## src/hw/rtl/release_table_lookup_macros.svh

```systemverilog
// ---------------------------------------------------------------------------
// release table lookup assertion macros
// shared property forms for the release table lookup block
// ---------------------------------------------------------------------------
`ifndef RELEASE_TABLE_LOOKUP_MACROS_SVH
`define RELEASE_TABLE_LOOKUP_MACROS_SVH

// same-cycle implication
`define RTLK_ASSERT_IMPL(lbl, ante, cons) \
   lbl: assert property (@(posedge clock) disable iff (reset) (ante) |-> (cons)) \
      else $error("release table lookup same-cycle check failed");

// next-cycle implication
`define RTLK_ASSERT_NEXT(lbl, ante, cons) \
   lbl: assert property (@(posedge clock) disable iff (reset) (ante) |=> (cons)) \
      else $error("release table lookup next-cycle check failed");

`endif

```

## src/hw/rtl/rtlk_pkg.sv

```systemverilog
// ---------------------------------------------------------------------------
// release table lookup package
// widths, constants and controller/datapath interface types
// ---------------------------------------------------------------------------
package rtlk_pkg;

   localparam int MAX_ENTRIES = 64;
   localparam int IDX_W       = $clog2(MAX_ENTRIES);
   localparam int CNT_W       = 7;
   localparam int TAPS        = 8;
   localparam logic [47:0] TAPS_Q16 = 48'(TAPS * 65536);

   localparam int PROD_W    = 72;
   localparam int DVS_W     = 50;
   localparam int QUO_W     = 24;
   localparam int MUL_STEPS = 22;
   localparam int DIV_STEPS = PROD_W;
   localparam int STEP_W    = 7;

   localparam logic [QUO_W-1:0] QUOT_CAP = 24'h800000;
   localparam logic signed [25:0] GAIN_MAX = 26'sd1048575;
   localparam logic signed [25:0] GAIN_MIN = -26'sd1048576;

   localparam logic REQ_WRITE  = 1'b0;
   localparam logic REQ_LOOKUP = 1'b1;

   typedef struct packed {
      logic [31:0]        period;
      logic [47:0]        offset;
      logic [7:0]         source_id;
      logic signed [23:0] error;
      logic signed [20:0] gain;
      logic [31:0]        end_sample;
   } entry_type;

   typedef struct packed {
      logic              wr_en;
      logic              lk_start;
      logic              rd_en;
      logic [IDX_W-1:0]  rd_idx;
      logic              miss;
      logic              hit;
      logic              gain_entry;
      logic              mul_step;
      logic              div_load_gain;
      logic              div_load_mod;
      logic              div_step;
      logic [STEP_W-1:0] bit_idx;
      logic              gain_quot;
      logic              out_load;
   } cmd_type;

   typedef struct packed {
      logic pos_le_end;
      logic span_zero;
      logic period_zero;
      logic rsp_busy;
   } stat_type;

endpackage

```

## src/hw/rtl/rtlk_ctrl.sv

```systemverilog
// ---------------------------------------------------------------------------
// release table lookup controller
// sequences table search, gain interpolation and position wrap
// ---------------------------------------------------------------------------
module rtlk_ctrl (
   input  logic                          clock,
   input  logic                          reset,
   input  logic                          req_tvalid,
   output logic                          req_tready,
   input  logic                          req_tuser,
   input  logic                          csr_valid,
   output logic                          csr_ready,
   input  logic [rtlk_pkg::CNT_W-1:0]    csr_data,
   input  rtlk_pkg::stat_type            stat,
   output rtlk_pkg::cmd_type             cmd
);

   localparam logic [3:0] ST_IDLE = 4'd0;
   localparam logic [3:0] ST_RD   = 4'd1;
   localparam logic [3:0] ST_CHK  = 4'd2;
   localparam logic [3:0] ST_MUL  = 4'd3;
   localparam logic [3:0] ST_DIVL = 4'd4;
   localparam logic [3:0] ST_DIV  = 4'd5;
   localparam logic [3:0] ST_GAIN = 4'd6;
   localparam logic [3:0] ST_MODL = 4'd7;
   localparam logic [3:0] ST_MOD  = 4'd8;
   localparam logic [3:0] ST_OUT  = 4'd9;

   logic [3:0]                    state_ff, state_in;
   logic [rtlk_pkg::IDX_W-1:0]    idx_ff, idx_in;
   logic [rtlk_pkg::STEP_W-1:0]   step_ff, step_in;
   logic [rtlk_pkg::CNT_W-1:0]    count_ff;
   logic [rtlk_pkg::CNT_W-1:0]    cnt_eff;
   logic                          last;
   logic                          accept;

   assign csr_ready  = 1'b1;
   assign req_tready = (state_ff == ST_IDLE);
   assign accept     = req_tvalid && req_tready;

   always_comb begin
      if (count_ff == '0) begin
         cnt_eff = rtlk_pkg::CNT_W'(1);
      end else if (count_ff > rtlk_pkg::CNT_W'(rtlk_pkg::MAX_ENTRIES)) begin
         cnt_eff = rtlk_pkg::CNT_W'(rtlk_pkg::MAX_ENTRIES);
      end else begin
         cnt_eff = count_ff;
      end
   end

   assign last = ({1'b0, idx_ff} == (cnt_eff - rtlk_pkg::CNT_W'(1)));

   always_comb begin
      state_in = state_ff;
      idx_in   = idx_ff;
      step_in  = step_ff;
      cmd      = '0;
      cmd.rd_idx  = idx_ff;
      cmd.bit_idx = step_ff;
      unique case (state_ff)
         ST_IDLE: begin
            if (accept) begin
               if (req_tuser == rtlk_pkg::REQ_WRITE) begin
                  cmd.wr_en = 1'b1;
               end else begin
                  cmd.lk_start = 1'b1;
                  idx_in   = '0;
                  state_in = ST_RD;
               end
            end
         end
         ST_RD: begin
            cmd.rd_en = 1'b1;
            state_in  = ST_CHK;
         end
         ST_CHK: begin
            if (stat.pos_le_end || last) begin
               cmd.hit = 1'b1;
               if (idx_ff == '0 || stat.span_zero) begin
                  cmd.gain_entry = 1'b1;
                  state_in = ST_MODL;
               end else begin
                  step_in  = '0;
                  state_in = ST_MUL;
               end
            end else begin
               cmd.miss = 1'b1;
               idx_in   = idx_ff + rtlk_pkg::IDX_W'(1);
               state_in = ST_RD;
            end
         end
         ST_MUL: begin
            cmd.mul_step = 1'b1;
            step_in = step_ff + rtlk_pkg::STEP_W'(1);
            if (step_ff == rtlk_pkg::STEP_W'(rtlk_pkg::MUL_STEPS - 1)) begin
               state_in = ST_DIVL;
            end
         end
         ST_DIVL: begin
            cmd.div_load_gain = 1'b1;
            step_in  = rtlk_pkg::STEP_W'(rtlk_pkg::DIV_STEPS - 1);
            state_in = ST_DIV;
         end
         ST_DIV: begin
            cmd.div_step = 1'b1;
            step_in = step_ff - rtlk_pkg::STEP_W'(1);
            if (step_ff == '0) begin
               state_in = ST_GAIN;
            end
         end
         ST_GAIN: begin
            cmd.gain_quot = 1'b1;
            state_in = ST_MODL;
         end
         ST_MODL: begin
            if (stat.period_zero) begin
               state_in = ST_OUT;
            end else begin
               cmd.div_load_mod = 1'b1;
               step_in  = rtlk_pkg::STEP_W'(rtlk_pkg::DIV_STEPS - 1);
               state_in = ST_MOD;
            end
         end
         ST_MOD: begin
            cmd.div_step = 1'b1;
            step_in = step_ff - rtlk_pkg::STEP_W'(1);
            if (step_ff == '0) begin
               state_in = ST_OUT;
            end
         end
         ST_OUT: begin
            if (!stat.rsp_busy) begin
               cmd.out_load = 1'b1;
               state_in = ST_IDLE;
            end
         end
         default: begin
            state_in = ST_IDLE;
         end
      endcase
   end

   always_ff @(posedge clock) begin
      if (reset) begin
         state_ff <= ST_IDLE;
         count_ff <= rtlk_pkg::CNT_W'(1);
      end else begin
         state_ff <= state_in;
         if (csr_valid && csr_ready) begin
            count_ff <= csr_data;
         end
      end
      idx_ff  <= idx_in;
      step_ff <= step_in;
   end

endmodule

```

## config.mk

```make
export PLATFORM = sky130hd
export DESIGN_NAME = rtlk_ctrl
export DESIGN_NICKNAME = d
export VERILOG_FILES = /design/src/hw/rtl/release_table_lookup_macros.svh /design/src/hw/rtl/rtlk_pkg.sv /design/src/hw/rtl/rtlk_ctrl.sv
export SDC_FILE = /design/constraint.sdc
export NUM_CORES = 1
export LEC_CHECK = 0
export ABC_AREA = 1
export BUFFER_PORTS_ARGS = -buffer_cell sky130_fd_sc_hd__buf_2
export CAP_MARGIN = 20
export CORE_ASPECT_RATIO = 1.75
export CORE_MARGIN = 8
export CORE_UTILIZATION = 45
export DETAILED_ROUTE_END_ITERATION = 10
export PLACE_DENSITY = 0.69
export RECOVER_POWER = 100
export SYNTH_ARGS = -nofsm -noshare
export SYNTH_HDL_FRONTEND = slang
export SYNTH_SLANG_ARGS = --single-unit
```

## constraint.sdc

```tcl
create_clock -name clock -period 2.9 [get_ports clock]
set_clock_uncertainty 0.1 [all_clocks]
set_input_delay 0.725 -clock clock [delete_from_list [all_inputs] [get_ports clock]]
set_output_delay 0.725 -clock clock [all_outputs]
set_load 0.005 [all_outputs]
```

======== Word-level counts from Yosys, hierarchy flattened ========
Index checks and enable logic that the tools add are counted.
Widths: inputs -> output; s select.
word-level totals
  flip-flop bits (word level) ............. 24
  input port bits ......................... 16
  logic and storage cells ................. 80
operators by class
  add/subtract/negate cells ............... 4
  order comparisons ....................... 1
  equal/unequal tests ..................... 21
  multiplexer cells ....................... 37
  reductions and logical operators ........ 13
operator list
  cell                 number
  $pmux 4 s10          1
  $mux 7               5
  $pmux 7 s5           1
  $mux 4               6
  $mux 6               3
  $eq 4x3->1 const B   4
  $ne 2x2->1 const B   8
  $logic_not 7->1      2
  $mux 1               14
  $sub 7x1->7 const B  2
  $pmux 6 s2           1
  $mux 3               3
  $eq 4x2->1 const B   2
  $eq 4x4->1 const B   2
  $reduce_and 4->1     2
  $add 7x1->7 const B  1
  $eq 6x7->1           1
  $eq 7x5->1 const B   1
  $gt 7x7->1 const B   1
  $add 6x1->6 const B  1
  $logic_not 6->1      1
  $mux 2               3
  $reduce_and 6->1     1
  $reduce_bool 5->1    1
  other kinds (7)      9

======== Depth between registers and ports, before layout ========
  word-level depth ........................ 8
  mapped depth ............................ 16
  depth with buffers taken out ............ 16

======== Worst setup path before layout ========
No wires, ideal clock.
  path type ............................... flip-flop to output port
  from .................................... register count_ff[4] in the netlist's numbering
  to ...................................... output cmd[14] in the netlist's numbering
  arrival time ............................ 1861 ps
  setup slack ............................. 214 ps
  cell stages (with the launch flop) ...... 14
  cells stage by stage .................... dfxtp_1 -> nor2_2 -> nand2_1 -> o21bai_2 -> nand2_2 -> ha_1 -> a22oi_1 -> o21a_1 -> nand4_1 -> nor2_2 -> nand3_2 -> nand2_2 -> nand2_1 -> inv_1
RTL lines
  item                    line              source
  start, declared         rtlk_ctrl.sv:32   logic [rtlk_pkg::CNT_W-1:0] count_ff;
  start signal, assigned  rtlk_ctrl.sv:146  count_ff <= rtlk_pkg::CNT_W'(1);
  start signal, assigned  rtlk_ctrl.sv:150  count_ff <= csr_data;
  end, declared           rtlk_ctrl.sv:15   output rtlk_pkg::cmd_type cmd

==> out/metrics.yaml <==
status: "finished, violations left"
violations: "setup timing"
synth-seq-cells: 24
grt_max_degree: 14
whs_ns: 0.433
die_w_um: 63.2
drive_above_1_share: 0.231
antenna_cells: 0
yosysWarnings: 0
rrSetupSlack_ns: 0.06
drc_errors: 0
hold_depth: 2
endpoint_kind: "output pin"
die_y_um: 98.6
synth_cell_type_count: 31
crit_path_start_kind: "flip-flop"
synth.area.top_cells: "edfxtp_1, dfxtp_1, nand2_1, inv_1, nor2_1"
area_growth_pct: 24.2
syn_nets: 276
fin_ws_ns: -0.104
clockBufferDepth: 2
setup_viol: 3
worstRegToRegCells: 15
synth-edff-count: 13
antenna_found_initial: 0
wire_per_inst_um: 13.3
cp_slowest_cell: "dfxtp_2"
clk_latency_ns: 0.27
crit_chain: "nor2_4, nand2_2, o21bai_4, nand2_2, ha_4, a22oi_2, o21a_1, nand4_1, nor2_2, nand3_2, nand3_1, inv_1, buf_2"
dieArea_um2: 6230
core_um2: 3790
n_fill_cell: 389
vdd_drop_max_uv: 584
yosys.area.top_type: "edfxtp_1"
tns_ns: -0.294
hold_viol: 0
slew_headroom: 0.625
arrival_ns: 2.18
rows: 30
numCtsBuffers: 3
cts_sinks: 24
p_leak_nw: 1.08
r2r_end: "step_ff[5]$_DFFE_PP_"
crit_family: "simple AND/OR/NAND/NOR gates"
synth_cells: 251
preCtsSetupSlack_ns: 0.0406
dp_cells: 347
tightest_slew_ns: 0.563
layout.nets: 334
worstSetupPathType: "flip-flop to output pin"
netlist.area_leader.share: 0.223
drtAntennaViolNets: 0
synth-main-ff-cell: "edfxtp_1"
required_ns: 2.08
firstDrtPassIters: 4
post-route-util: 0.574
place_congestion: 0.881
whs_endpoint: "state_ff[2]$_SDFFE_PP0P_"
path_buf_inv: 2
drv_slew: 0
cts_tree: "built"
post-route-period-util: 1.04
multi_input_area_um2: 992
max_cap_viol_count: 0
synth-seq-area-share: 0.348
grt_use_total: 0.148
htree_levels: 1
pin_count: 43
max_freq_mhz: 333
dp_hpwl_mm: 3.79
cp_max_fo: 3
syn_area_um2: 1750
drtIter0Drc: 113
fin_cells: 356
min_path_type: "flip-flop to flip-flop"
grt_pass1_vias: 1829
layout_commonest_cell: "nand2_1"
clkSlewWorstSetupHoldPaths_ns: 0.08
min_from: "state_ff[2]$_SDFFE_PP0P_"
cpMostUsedCell: "nand2_2"
rsz0062_at_grt: "yes"
avgSynthCellArea_um2: 6.98
port-buffer-count: 41
period_needed_ns: 3.00
totalWireLength_mm: 4.73
grt_pass1_wl_mm: 7.74
overflow: 0
p_per_area_nw_per_um2: 823
final_cell_mix: "nand2_1, inv_1, nor2_1, buf_2, nand3_1"
vias_per_cell: 5.17
vias: 1841
start_util: 0.462
worstReg2RegStart: "state_ff[0]$_SDFFE_PP0P_"
regArea_um2: 618
async_flop_share: 0
root_buffer: "clkbuf_8"
slowest_delay_ns: 0.34
-- through the flow --
stage | power, W | instance area [um^2]
finish | 0.00179 | 2180
global route | 0.00197 | 2180
CTS | 0.00182 | 2180
global placement | 0.00158 | 2070
detailed placement | 0.00160 | 2070
floorplan | 0.00128 | 1750
-- routing by layer --
layer,share of wire,wire length (um),track usage,vias to the layer above
met5,0,0,0,-
met3,0.051,243,0.0364,11
met4,0.024,114,0.0760,0
li1,-,-,-,935
met2,0.53,2490,0.274,59
met1,0.40,1880,0.147,836
-- layout make-up --
class / instances / share of cell area
Timing Repair Buffer: 54 / 0.132
Multi-Input combinational cell: 180 / 0.456
Tap cell: 48 / 0.0276
Inverter: 46 / 0.0799
Clock buffer: 4 / 0.0207
Sequential cell: 24 / 0.284
-- cells in the mapped netlist (2+ instances only) --
cell,n
ha_1,8
a21oi_1,11
nor4_1,2
nand2_2,4
nand2_1,49
nand4_1,4
xor2_1,6
nand3_1,17
nor2_1,35
nor3_1,10
o21ai_0,16
nand3_2,3
nor2_2,3
inv_1,40
inv_2,5
edfxtp_1,13
dfxtp_1,11
-- cells by family after synthesis --
| group | share of synthesized area |
|---|---|
| buffers and inverters | 0.103 |
| other | 0.00214 |
| adder cells (fa/ha/maj) | 0.0685 |
| AO/OA/AOI/OAI | 0.127 |
| flip-flops | 0.348 |
| XOR/XNOR | 0.0300 |
| AND/OR/NAND/NOR | 0.320 |
-- worst register-to-register path: cells and delay by family, from the launching register on --
family	cells	cell delay, ns
and+or+nand+nor	8	0.62
AOI/OAI and AO/OA	3	0.74
adders and majority gates	1	0.31
xor gates and xnor gates	1	0.17
buffers and inverters	2	0.22
DFF	1	0.45
-- power breakdown --
| part | internal, W | total (W) | leakage, nW | switching [W] |
|---|---|---|---|---|
| sequential | 0.000489 | 0.000591 | 0.216 | 0.000101 |
| combinational | 0.000365 | 0.000991 | 0.837 | 0.000627 |
| clock | 0.0000984 | 0.000209 | 0.0228 | 0.000111 |
| total | 0.000952 | 0.00179 | 1.08 | 0.000838 |
-- what timing repair did --
| item | in CTS | in global routing |
|---|---|---|
| buffers inserted | 3 | 1 |
| gates cloned | 0 | 0 |
| setup endpoints to repair | 3 | 3 |
| hold buffers | 0 | 0 |
| pin swaps | 12 | 7 |
| gates resized for setup | 10 | 7 |
-- flip-flops by register name, summed over array words and instances (netlist names) --
| name | flops |
|---|---|
| state_ff | 4 |
| idx_ff | 6 |
| step_ff | 7 |
| count_ff | 7 |
-- how the worst max path moves through the flow --
stage	from	endpoint	slack [ns]	depth (start not counted)
floorplan	count_ff[4]$_SDFFE_PP0P_	cmd[14]	0.21	13
finish	count_ff[4]$_SDFFE_PP0P_	cmd[15]	-0.10	13
global route	count_ff[4]$_SDFFE_PP0P_	cmd[15]	-0.27	13
CTS	count_ff[3]$_SDFFE_PP0P_	cmd[14]	-0.08	14
detailed placement	count_ff[4]$_SDFFE_PP0P_	cmd[14]	0.04	14
global placement	count_ff[4]$_SDFFE_PP0P_	cmd[14]	0.08	14
Power figures use the tool's default switching activity.
